--- src/rtl/fvp_pkg.sv ---
// ----------------------------------------------------------------------------
// FOC voltage to PWM package
// Transaction types, sine polynomial constants and the Q30 multiply helper.
// ----------------------------------------------------------------------------
package fvp_pkg;

   // Taylor coefficients of sin(pi/2 * x) in Q30.
   localparam logic signed [31:0] C1        = 32'sd1686629713;
   localparam logic signed [31:0] C3        = -32'sd693598668;
   localparam logic signed [31:0] C5        = 32'sd85569306;
   localparam logic signed [31:0] C7        = -32'sd5026995;
   localparam logic signed [31:0] C9        = 32'sd172272;
   localparam logic signed [31:0] SQRT3_Q30 = 32'sd1859775393;
   localparam logic signed [31:0] ONE_Q30   = 32'sd1073741824;
   localparam logic [31:0]        QUARTER   = 32'h4000_0000;
   localparam int                 QMAX      = 16;

   typedef struct packed {
      logic signed [15:0] torque_voltage;
      logic [15:0]        electrical_angle;
   } req_type;

   typedef struct packed {
      logic [11:0] compare_a;
      logic [11:0] compare_b;
      logic [11:0] compare_c;
   } rsp_type;

   // One sine evaluation in flight: folded argument, its square and the sum.
   typedef struct packed {
      logic signed [31:0] x;
      logic signed [31:0] x2;
      logic signed [31:0] p;
      logic               neg;
   } lane_type;

   typedef struct packed {
      logic signed [17:0] v;
      lane_type           sl;
      lane_type           cl;
   } horn_type;

   // Three phase divisions in flight: partial remainders and quotients.
   typedef struct packed {
      logic [2:0][31:0]   r;
      logic [2:0][QMAX-1:0] q;
   } div_type;

   // Product of two signed values scaled by 2^-30, truncated toward zero.
   function automatic logic signed [31:0] mul_q30(input logic signed [31:0] a,
                                                  input logic signed [31:0] b);
      logic        neg;
      logic [31:0] ma;
      logic [31:0] mb;
      logic [63:0] pr;
      logic [31:0] r;
      neg = a[31] ^ b[31];
      ma  = a[31] ? (~a + 32'd1) : a;
      mb  = b[31] ? (~b + 32'd1) : b;
      pr  = {32'b0, ma} * {32'b0, mb};
      r   = pr[61:30];
      return neg ? $signed(~r + 32'd1) : $signed(r);
   endfunction

endpackage

--- src/rtl/fvp_div_cell.sv ---
// ----------------------------------------------------------------------------
// FOC voltage to PWM divider cell
// One restoring quotient bit for each of the three phases.
// ----------------------------------------------------------------------------
module fvp_div_cell import fvp_pkg::*; #(
   parameter int BIT = 0
) (
   input  logic        clock,
   input  logic        reset,
   input  logic [15:0] supply,
   input  logic        in_valid,
   output logic        in_ready,
   input  div_type     in_data,
   output logic        out_valid,
   input  logic        out_ready,
   output div_type     out_data
);

   logic    valid_ff;
   div_type data_ff;
   div_type data_in;
   logic [31:0] dvs;

   assign in_ready = !valid_ff || out_ready;
   assign dvs      = {16'b0, supply} << BIT;

   // Subtract the shifted divisor where it fits and record the bit.
   always_comb begin
      data_in = in_data;
      for (int i = 0; i < 3; i++) begin
         if (supply != 16'd0 && in_data.r[i] >= dvs) begin
            data_in.r[i]      = in_data.r[i] - dvs;
            data_in.q[i][BIT] = 1'b1;
         end
      end
   end

   always_ff @(posedge clock) begin
      if (reset) begin
         valid_ff <= 1'b0;
      end else if (in_ready) begin
         valid_ff <= in_valid;
      end
      if (in_ready && in_valid) begin
         data_ff <= data_in;
      end
   end

   assign out_valid = valid_ff;
   assign out_data  = data_ff;

endmodule

--- config.mk ---
export PLATFORM = sky130hd
export DESIGN_NAME = fvp_div_cell
export DESIGN_NICKNAME = d
export VERILOG_FILES = /design/src/rtl/fvp_pkg.sv /design/src/rtl/fvp_div_cell.sv
export SDC_FILE = /design/constraint.sdc
export NUM_CORES = 1
export LEC_CHECK = 0
export BUFFER_PORTS_ARGS = -buffer_cell sky130_fd_sc_hd__buf_2
export CAP_MARGIN = 0
export CORE_MARGIN = 4
export CORE_UTILIZATION = 56
export CTS_BUF_LIST = sky130_fd_sc_hd__clkbuf_4 sky130_fd_sc_hd__clkbuf_8
export DETAILED_ROUTE_END_ITERATION = 8
export PLACE_DENSITY = 0.93
export SYNTH_ARGS = -nofsm -noshare
export SYNTH_HDL_FRONTEND = slang
export SYNTH_SLANG_ARGS = --single-unit
export TNS_END_PERCENT = 10
--- constraint.sdc ---
create_clock -name clock -period 11 [get_ports clock]
set_clock_uncertainty 0.05 [all_clocks]
set_input_delay 2.75 -clock clock [delete_from_list [all_inputs] [get_ports clock]]
set_output_delay 2.75 -clock clock [all_outputs]
set_load 0.02 [all_outputs]
# Word-level counts from Yosys, hierarchy flattened
# Cells that the tools add are included.
dict set report word_totals {
  reg_bits 145
  in_bits 164
  elab_cells 26
}
dict set report classes {
  add_sub_neg 3
  magnitude_cmp 3
  n_mux 3
  reduce_logical 7
}
# cell count
set ops {}
lappend ops {{greater-or-equal comparator 32 x 16 -> 1 bit} 3}
lappend ops {{two-way mux 32 bit} 3}
lappend ops {{subtractor 32 x 16 -> 32 bit} 3}
lappend ops {{nonzero test 16 bit} 1}
lappend ops {{logical AND 1 bit} 4}
lappend ops {{zero test 1 bit} 1}
lappend ops {{logical OR 1 bit} 1}

# Longest topological paths before layout
# Gate-level depths: netlist of the first run.
dict set report logic_depth {
  ltp_word 3
  mapped_depth 11
}

# Worst setup path after synthesis of the first run
# Ideal clock, no wire load.
dict set report synth_timing {
  path_type {input to register}
  startpoint {in out_ready}
  endpoint {reg data_ff (netlist bit out_data[0]) (enable)}
  setup_time_ns 0.520
  arrival_ns 6.351
  path_slack_ns 4.079
  path_stages 2
  path_cell_list {nand2b_1 > and2_1}
}
dict set report synth_via {
  elab_chain_len 2
}
# element line
set synth_rtl {}
lappend synth_rtl {{start, declared} fvp_div_cell.sv:15} ;# input logic out_ready,
lappend synth_rtl {{logical OR 1 bit} fvp_div_cell.sv:24} ;# assign in_ready = !valid_ff || out_ready;
lappend synth_rtl {{logical AND 1 bit} fvp_div_cell.sv:44} ;# if (in_ready && in_valid) begin
lappend synth_rtl {{end signal, assigned} fvp_div_cell.sv:45} ;# data_ff <= data_in;
lappend synth_rtl {{end, declared} fvp_div_cell.sv:20} ;# div_type data_ff;
# No other way between the ends.
# A chain may end at the register's enable or synchronous reset.

# Worst setup path after layout of the first run
dict set report layout_timing {
  startpoint {in out_ready}
  endpoint {out in_ready}
}
dict set report layout_via {
  elab_chain_len 1
}
# element line
set layout_rtl {}
lappend layout_rtl {{logical OR 1 bit} fvp_div_cell.sv:24}
lappend layout_rtl {{end, declared} fvp_div_cell.sv:12} ;# output logic in_ready,
# No other way between the ends.

==> results.sh, run 1 <==
export IMPL_status="complete, no violations"
export IMPL_synth_xor_area_share_pct=8.439
export IMPL_grt_usage_pct=29.64
export IMPL_grt_max_degree=83
export IMPL_synth_compound_area_share_pct=12.99
export IMPL_crit_buf_inv=2
export IMPL_yosys_area_share_simple_pct=16.58
export IMPL_place_congestion=0.9195
export IMPL_highest_layer="met5"
export IMPL_leakage_nw=4.543
export IMPL_num_nets_final=1328
export IMPL_grt_overflow_total=0
export IMPL_synthDistinctLibCells=64
export IMPL_cp_slowest_cell="buf_2"
export IMPL_finalHoldViolCount=0
export IMPL_placementRows=45
export IMPL_period_minus_slack_ps=5964
export IMPL_drc=0
export IMPL_route_detailed_wl_per_inst_um=20.14
export IMPL_rsz0062_at_grt="no"
export IMPL_die_area_sq_um=17830
export IMPL_via_count=7955
export IMPL_grt_pass1_wl_um=41090
export IMPL_routed_wl_um=26960
export IMPL_crit_start="out_ready"
export IMPL_cp_top_family="buffers and inverters"
export IMPL_drt_antenna_violating_nets=0
export IMPL_setup_tns_ps=0
export IMPL_dieWidth_um=133.5
export IMPL_area_delta_synth_final_pct=24.41
export IMPL_synth_top_cell_by_area="edfxtp_1"
export IMPL_maxCapViolations=0
export IMPL_ir_worst_vdd_mv=0.08351
export IMPL_cp_arrival_ps=3160
export IMPL_dp_hpwl_um=20980
export IMPL_async_reset_ff_share_pct=0
export IMPL_cts_buffers=17
export IMPL_yosysWarnings=0
export IMPL_synth_most_common_cell="edfxtp_1"
export IMPL_yosys_register_bits=145
export IMPL_synth_avg_cell_area_sq_um=11.00
export IMPL_crit_type="primary input to output pin"
export IMPL_synth_fa_ha_area_share_pct=7.488
export IMPL_clk_pin_slew_ps=80
export IMPL_yosys_top_cells_area="edfxtp_1 49%, ha_1 6.8%, xnor2_1 6.1%, nand2_1 3.0%, o21ai_0 2.9%"
export IMPL_hold_path_class="register to register"
export IMPL_crit_top_cell="buf_2"
export IMPL_required_ps=8200
export IMPL_whs_ps=473.8
export IMPL_postCtsHoldBufs=0
export IMPL_clock_latency_ps=450
export IMPL_r2r_start="out_valid"
export IMPL_routed_wl_met2_um=13420
export IMPL_start_kind="primary input"
export IMPL_cts_resized=0
export IMPL_fin_crit_sh_pct=54.22
export IMPL_ios=310
export IMPL_final_max_slew_viol_count=0
export IMPL_coreArea_sq_um=15310
export IMPL_clock_sinks=145
export IMPL_first_global_vias=7865
export IMPL_rrSetupSlack_ps=8480
export IMPL_max_stage_delay_ps=170
export IMPL_io_buffers=309
export IMPL_end_kind="output pin"
export IMPL_setup_violations=0
export IMPL_initial_core_util_pct=57.61
export IMPL_hp_start="out_valid"
export IMPL_synthFlopType="edfxtp_1"
export IMPL_slew_limit_headroom_pct=27.58
export IMPL_worstMarginPinSlew_ps=1059
export IMPL_path_cells="buf_2 > nand2b_1 > buf_2"
export IMPL_n_fill_cell=1167
export IMPL_wl_met1_um=9543
export IMPL_drive_above_1_share_pct=33.66
export IMPL_syn_inst=802
export IMPL_synth_area_sq_um=8822
export IMPL_max_freq_mhz=167.7
export IMPL_synth_top_area_share_pct=49.01
export IMPL_syn_num_nets=1017
export IMPL_ys_seq_area_share_pct=49.24
export IMPL_dr_pass1_iters=5
export IMPL_viasPerCell=5.941
export IMPL_drt_iter0_drc=634
export IMPL_cts_root_buf="clkbuf_8"
export IMPL_dieHeight_um=133.5
export IMPL_h_tree_depth=4
export IMPL_synth_common_cells="144 x edfxtp_1, 71 x nand2_1, 61 x xnor2_1"
export IMPL_power_density_nw_per_um2=137.9
export IMPL_worst_path_max_fanout=3
export IMPL_postCtsSetupBuffers=0
export IMPL_dr_wl_met3_um=2816
export IMPL_cts_buffer_depth=2
export IMPL_synth_edf_count=144
export IMPL_synth_top_family_by_area="simple AND/OR/NAND/NOR gates"
export IMPL_muxShareOfSynthArea_pct=2.780
export IMPL_tritoncts="yes"
export IMPL_antenna_found_initial=3
-- through the flow --
step                power [mW]  setup slack [ps]  utilization [%]  area [sq um]  std cells
finish                   1.513              5036            71.67         10980       1339
global route             1.582              5007            71.65         10970       1338
CTS                      1.516              5033            71.63         10970       1337
detailed placement       1.066              4876            68.90         10550       1305
global placement         1.058              4980            68.90         10550       1305
floorplan               0.9337              4079                -          8822        802
-- power by group --
| part | total [mW] | switching (mW) | internal (mW) | leakage (nW) |
|---|---|---|---|---|
| Sequential | 0.683 | 0.0127 | 0.670 | 1.40 |
| Clock | 0.454 | 0.223 | 0.230 | 0.207 |
| Combinational | 0.377 | 0.236 | 0.140 | 2.94 |
-- flip-flops by register name (all words and copies together), names as in the netlist --
register,flops
out_data,144
out_valid,1
-- placed cells by master (no fill, tap or decap), types with 5 or more instances in the layout --
cell type,Yosys,routed
o211ai_1,11,11
a21oi_1,49,49
or3_1,5,5
o21a_1,6,6
nand2b_1,17,17
xnor2_1,61,61
inv_1,30,30
edfxtp_1,144,144
or2_2,5,5
nand2_1,71,71
mux2_2,18,18
nand4_1,25,25
buf_2,7,309
nor4_1,17,17
xor2_1,24,24
or4_1,7,7
nor4b_1,6,6
clkbuf_8,0,17
a21o_1,14,14
a21boi_0,5,5
nand3_1,19,19
o21ai_0,51,50
nor3_1,21,21
nor2_1,39,39
ha_1,48,48
nor2b_1,7,7
o31ai_1,8,8
a211oi_1,6,6
-- layer usage --
metal	GRT usage [%]	vias up
met3	9.063	86
met2	51.33	492
met5	0	-
met4	14.23	4
met1	33.41	3696
li1	-	3677
-- layout make-up --
| type | count | area (sq um) | share of cell area, % |
|---|---|---|---|
| Tap cell | 211 | 264.0 | 2.405 |
| Sequential cell | 145 | 4344 | 39.58 |
| Inverter | 30 | 112.6 | 1.026 |
| Antenna cell | 2 | 5.005 | 0.04560 |
| Clock buffer | 18 | 241.5 | 2.200 |
| Timing Repair Buffer | 312 | 1569 | 14.30 |
| Multi-Input combinational cell | 607 | 4262 | 38.83 |
| Clock inverter | 14 | 177.7 | 1.619 |
-- worst reg2reg max path, delay by kind of cell (launching register included) --
family	cells	cell delay (ps)
buffers and inverters	1	890
flip-flops	1	320
AND/OR/NAND/NOR	2	810
-- cells by family after synthesis --
kind of cell / Yosys count
fa+ha+maj: 51
mux: 22
simple gates: 269
compound gates: 180
flops: 145
buf+inv: 50
xor+xnor: 85
-- final timing paths --
check,end,cells past startpoint
min,out_valid,2
max reg2reg,out_data[40],3
max,in_ready,3
min reg2reg,out_valid,2
(Power assumes the default switching activity.)
==> run 2, diff against run 1 <==
CORE_UTILIZATION = 47   (was 56)
PLACE_DENSITY = 0.84   (was 0.93)
clock period = 5.15 ns   (was 11 ns; I/O delays follow)
==> results.sh, run 2 (synthesis gave the netlist of run 1 again) <==
export IMPL_place_congestion=0.9139
export IMPL_crit_buf_inv=1
export IMPL_area_delta_synth_final_pct=25.33
export IMPL_start_kind="primary input"
export IMPL_dp_hpwl_um=20620
export IMPL_coreArea_sq_um=18210
export IMPL_h_tree_depth=4
export IMPL_cts_root_buf="clkbuf_8"
export IMPL_final_max_slew_viol_count=0
export IMPL_antenna_found_initial=7
export IMPL_p_switching_mw=1.035
export IMPL_drive_above_1_share_pct=33.89
export IMPL_ios=310
export IMPL_r2r_cells=3
export IMPL_dr_wl_met3_um=2253
export IMPL_grt_usage_pct=24.56
export IMPL_drc=0
export IMPL_initial_core_util_pct=48.45
export IMPL_highest_layer="met5"
export IMPL_finalHoldViolCount=0
export IMPL_path_cells="buf_2 > nor4_1 > nand2b_1 > nor3_1 > o311ai_0 > o21a_1 > and4_1 > xor2_1"
export IMPL_hold_end="out_valid"
export IMPL_slew_limit_headroom_pct=23.57
export IMPL_cts_buffers=17
export IMPL_p_int_mw=2.231
export IMPL_routed_wl_um=26690
export IMPL_cts_resized=0
export IMPL_end_kind="register"
export IMPL_setup_tns_ps=0
export IMPL_worstMarginPinSlew_ps=1118
export IMPL_dr_pass1_iters=6
export IMPL_n_fill_cell=1552
export IMPL_combPwrFrac_pct=24.8
export IMPL_rrSetupSlack_ps=3210
export IMPL_postCtsSetupBuffers=0
export IMPL_hp_start="out_valid"
export IMPL_required_ps=5310
export IMPL_status="complete, no violations"
export IMPL_clk_pin_slew_ps=80
export IMPL_final_cell_mix="309 x buf_2, 144 x edfxtp_1, 71 x nand2_1, 61 x xnor2_1, 50 x o21ai_0"
export IMPL_ir_worst_vdd_mv=0.2063
export IMPL_multiInputGateArea_sq_um=4262
export IMPL_viasPerCell=5.683
export IMPL_placementRows=49
export IMPL_cp_slowest_cell="nor4_1"
export IMPL_tritoncts="yes"
export IMPL_sequentialPowerShare_pct=44.5
export IMPL_cts_buffer_depth=2
export IMPL_drt_iter0_drc=693
export IMPL_cp_arrival_ps=4140
export IMPL_setup_violations=0
export IMPL_dieWidth_um=145.0
export IMPL_r2r_start="out_valid"
export IMPL_io_buffers=309
export IMPL_num_nets_final=1332
export IMPL_leakage_nw=4.573
export IMPL_period_minus_slack_ps=3981
export IMPL_route_detailed_wl_per_inst_um=19.58
export IMPL_drt_antenna_violating_nets=0
export IMPL_final_common_cell="buf_2"
export IMPL_postCtsHoldBufs=0
export IMPL_routed_wl_met2_um=12970
export IMPL_whs_path_depth=2
export IMPL_power_density_nw_per_um2=295.4
export IMPL_hold_path_class="register to register"
export IMPL_maxCapViolations=0
export IMPL_die_area_sq_um=21030
export IMPL_max_freq_mhz=251.2
export IMPL_grt_pass1_wl_um=41110
export IMPL_post_route_util_pct=60.72
export IMPL_power_frac_clock_pct=30.7
export IMPL_swShare_pct=31.68
export IMPL_rsz0062_at_grt="no"
export IMPL_ff_latch_area_sq_um=4344
export IMPL_r2r_end="out_data[74]"
export IMPL_cp_top_family="simple AND/OR/NAND/NOR gates"
export IMPL_grt_overflow_total=0
export IMPL_whs_ps=469.1
export IMPL_via_count=7746
export IMPL_dieHeight_um=145.0
export IMPL_first_global_vias=7689
export IMPL_clock_sinks=145
export IMPL_fin_crit_sh_pct=77.30
export IMPL_largest_reg_flops=144
export IMPL_power_mw=3.266
export IMPL_grt_max_degree=94
export IMPL_wl_met1_um=10600
export IMPL_max_stage_delay_ps=820
export IMPL_crit_type="primary input to register"
export IMPL_clock_latency_ps=450
export IMPL_worst_path_max_fanout=22
-- run 2: changes by cell type in the layout (fill, tap and decap cells not counted) --
cell,before,now
clkinv_2,1,0
buf_12,0,1
inv_8,1,3
clkbuf_4,1,0
clkinvlp_4,2,1
diode_2,2,4
buf_4,3,6
inv_6,4,5
-- run 2: worst reg2reg max path: cells and delay by family, from the launching register on --
family / cells / cell delay [ps]
DFF: 1 / 310
buffers and inverters: 1 / 510
and+or+nand+nor: 2 / 670
-- run 2: power groups by stage --
stage / clock, mW / combinational [mW] / sequential, mW
after floorplan: 0 / 0.376 / 1.61
after global placement: 0 / 0.787 / 1.48
after detailed placement: 0 / 0.798 / 1.48
after CTS: 1.02 / 0.804 / 1.46
after global routing: 1.07 / 0.876 / 1.46
final: 1.00 / 0.809 / 1.45
-- run 2: worst max path at each step --
stage / cells after the start / to / startpoint / slack, ps
after floorplan: 2 / out_data[0] / out_ready / 1290
after global placement: 8 / out_data[142] / in_data[130] / 650
after detailed placement: 9 / out_data[135] / supply[15] / 730
after CTS: 8 / out_data[142] / in_data[130] / 1220
after global routing: 8 / out_data[142] / in_data[128] / 920
final: 8 / out_data[142] / in_data[130] / 1170
-- run 2: routing by layer --
layer / vias up / GRT usage [%]
li1: 3688 / -
met1: 3619 / 30.03
met2: 375 / 41.31
met3: 58 / 7.203
met4: 6 / 9.454
met5: - / 0
-- run 2: layout make-up --
type                    instances  area share [%]
multi-input cells             607           38.54
repair buffers                316           14.58
flip-flops and latches        145           39.29
diodes                          4         0.09053
clock inverters                15           1.777
well taps                     229           2.591
clock buffers                  17           2.116
inverters                      30           1.018
-- run 2: metrics by stage --
step	instances	setup slack [ps]	area (sq um)
after floorplan	802	1288	8823
after global placement	1327	651.6	10620
after detailed placement	1327	733.1	10620
after CTS	1359	1217	11050
after global routing	1363	915.6	11060
final	1363	1169	11060
==> run 3, diff against run 2 <==
clock period = 3.2 ns   (was 5.15 ns; I/O delays follow)
==> results.sh, run 3 (synthesis gave the netlist of run 1 again) <==
export IMPL_maxCapViolations=0
export IMPL_max_stage_delay_ps=850
export IMPL_ir_worst_vdd_mv=0.2557
export IMPL_grt_overflow_total=0
export IMPL_timing_final_ws_setup_ps=156.0
export IMPL_dr_pass1_iters=5
export IMPL_clock_sinks=145
export IMPL_dieHeight_um=145.0
export IMPL_initial_core_util_pct=48.45
export IMPL_cts_root_buf="clkbuf_8"
export IMPL_status="complete, no violations"
export IMPL_first_global_vias=8246
export IMPL_cp_arrival_ps=3210
export IMPL_num_nets_final=1485
export IMPL_h_tree_depth=4
export IMPL_cts_buffer_depth=2
export IMPL_grt_pass1_wl_um=42790
export IMPL_grt_usage_pct=25.37
export IMPL_grt_max_degree=61
export IMPL_crit_buf_inv=3
export IMPL_tritoncts="yes"
export IMPL_cts_buffers=17
export IMPL_cp_slowest_cell="a2111oi_0"
export IMPL_ios=310
export IMPL_power_density_nw_per_um2=427.0
export IMPL_leakage_nw=5.290
export IMPL_place_congestion=0.9191
export IMPL_period_minus_slack_ps=3044
export IMPL_cp_top_family="compound AO/OA/AOI/OAI gates"
export IMPL_die_area_sq_um=21030
export IMPL_drt_antenna_violating_nets=0
export IMPL_dieWidth_um=145.0
export IMPL_drive_above_1_share_pct=41.97
export IMPL_postCtsSetupBuffers=0
export IMPL_dp_hpwl_um=22480
export IMPL_required_ps=3370
export IMPL_final_cell_mix="309 x buf_2, 155 x buf_4, 144 x edfxtp_1, 71 x nand2_1, 61 x xnor2_1"
export IMPL_place_worst_setup_slack_ps=-309.9
export IMPL_route_detailed_wl_per_inst_um=18.23
export IMPL_setup_violations=0
export IMPL_final_max_slew_viol_count=0
export IMPL_largest_reg_flops=144
export IMPL_coreArea_sq_um=18210
export IMPL_max_freq_mhz=328.5
export IMPL_hold_path_class="primary input to register"
export IMPL_via_count=8293
export IMPL_routed_wl_um=27600
export IMPL_fin_cells=1514
export IMPL_worst_path_max_fanout=5
export IMPL_antenna_found_initial=5
export IMPL_rsz0062_at_grt="no"
export IMPL_fin_area_sq_um=12190
export IMPL_fin_crit_sh_pct=95.12
export IMPL_place_area_sq_um=11820
export IMPL_slew_limit_headroom_pct=36.52
export IMPL_crit_type="primary input to register"
export IMPL_start_kind="primary input"
export IMPL_end_kind="register"
export IMPL_drc=0
export IMPL_power_mw=5.203
export IMPL_viasPerCell=5.478
export IMPL_final_common_cell="buf_2"
export IMPL_worstMarginPinSlew_ps=928.2
export IMPL_area_delta_synth_final_pct=38.12
export IMPL_dp_cells=1480
export IMPL_placementRows=49
export IMPL_finalHoldViolCount=0
export IMPL_clk_pin_slew_ps=90
export IMPL_path_cells="buf_2 > inv_1 > ha_1 > nand4_1 > a21oi_1 > o21ai_0 > a2111oi_0 > nor4b_4 > buf_4 > xor2_1"
export IMPL_clock_latency_ps=450
export IMPL_drt_iter0_drc=574
export IMPL_io_buffers=309
run 3: what timing repair did:
action / in CTS / in global routing
hold buffers: 0 / 0
setup endpoints to repair: 0 / 5
gates resized for setup: 0 / 2
run 3: through the flow:
| stage | hold slack, ps | utilization (%) | setup TNS, ps |
|---|---|---|---|
| final | 440.2 | 66.92 | 0 |
| after global routing | 412.6 | 66.92 | 0 |
| after CTS | 409.2 | 66.82 | 0 |
| after detailed placement | 460.0 | 64.89 | -15540 |
| after global placement | 445.7 | 64.89 | -13090 |
| after floorplan | 687.3 | - | -800.6 |
run 3: layer usage:
layer,share of wire (%),track usage [%]
met1,39,30.33
met2,49,43.33
met3,8.6,7.078
met4,3.1,10.55
met5,0.11,0
run 3: area by class of cell:
cell class,count,area (sq um)
multi-input combinational,607,4272
timing repair buffer,469,2810
clock buffer,17,234.0
tap,229,286.5
fill,1443,6023
sequential,145,4344
inverter,30,112.6
clock inverter,14,118.9
antenna,3,7.507
run 3: final timing paths:
check             from           end  slack [ps]  cells past startpoint
min              reset     out_valid         440                      2
min reg2reg  out_valid     out_valid         470                      2
max reg2reg  out_valid  out_data[86]        1750                      3
max          supply[3]  out_data[67]         160                     10
run 3: power breakdown:
part           switching, mW  internal (mW)
Clock                  0.807          0.555
Combinational          0.851          0.648
Sequential            0.0412           2.30
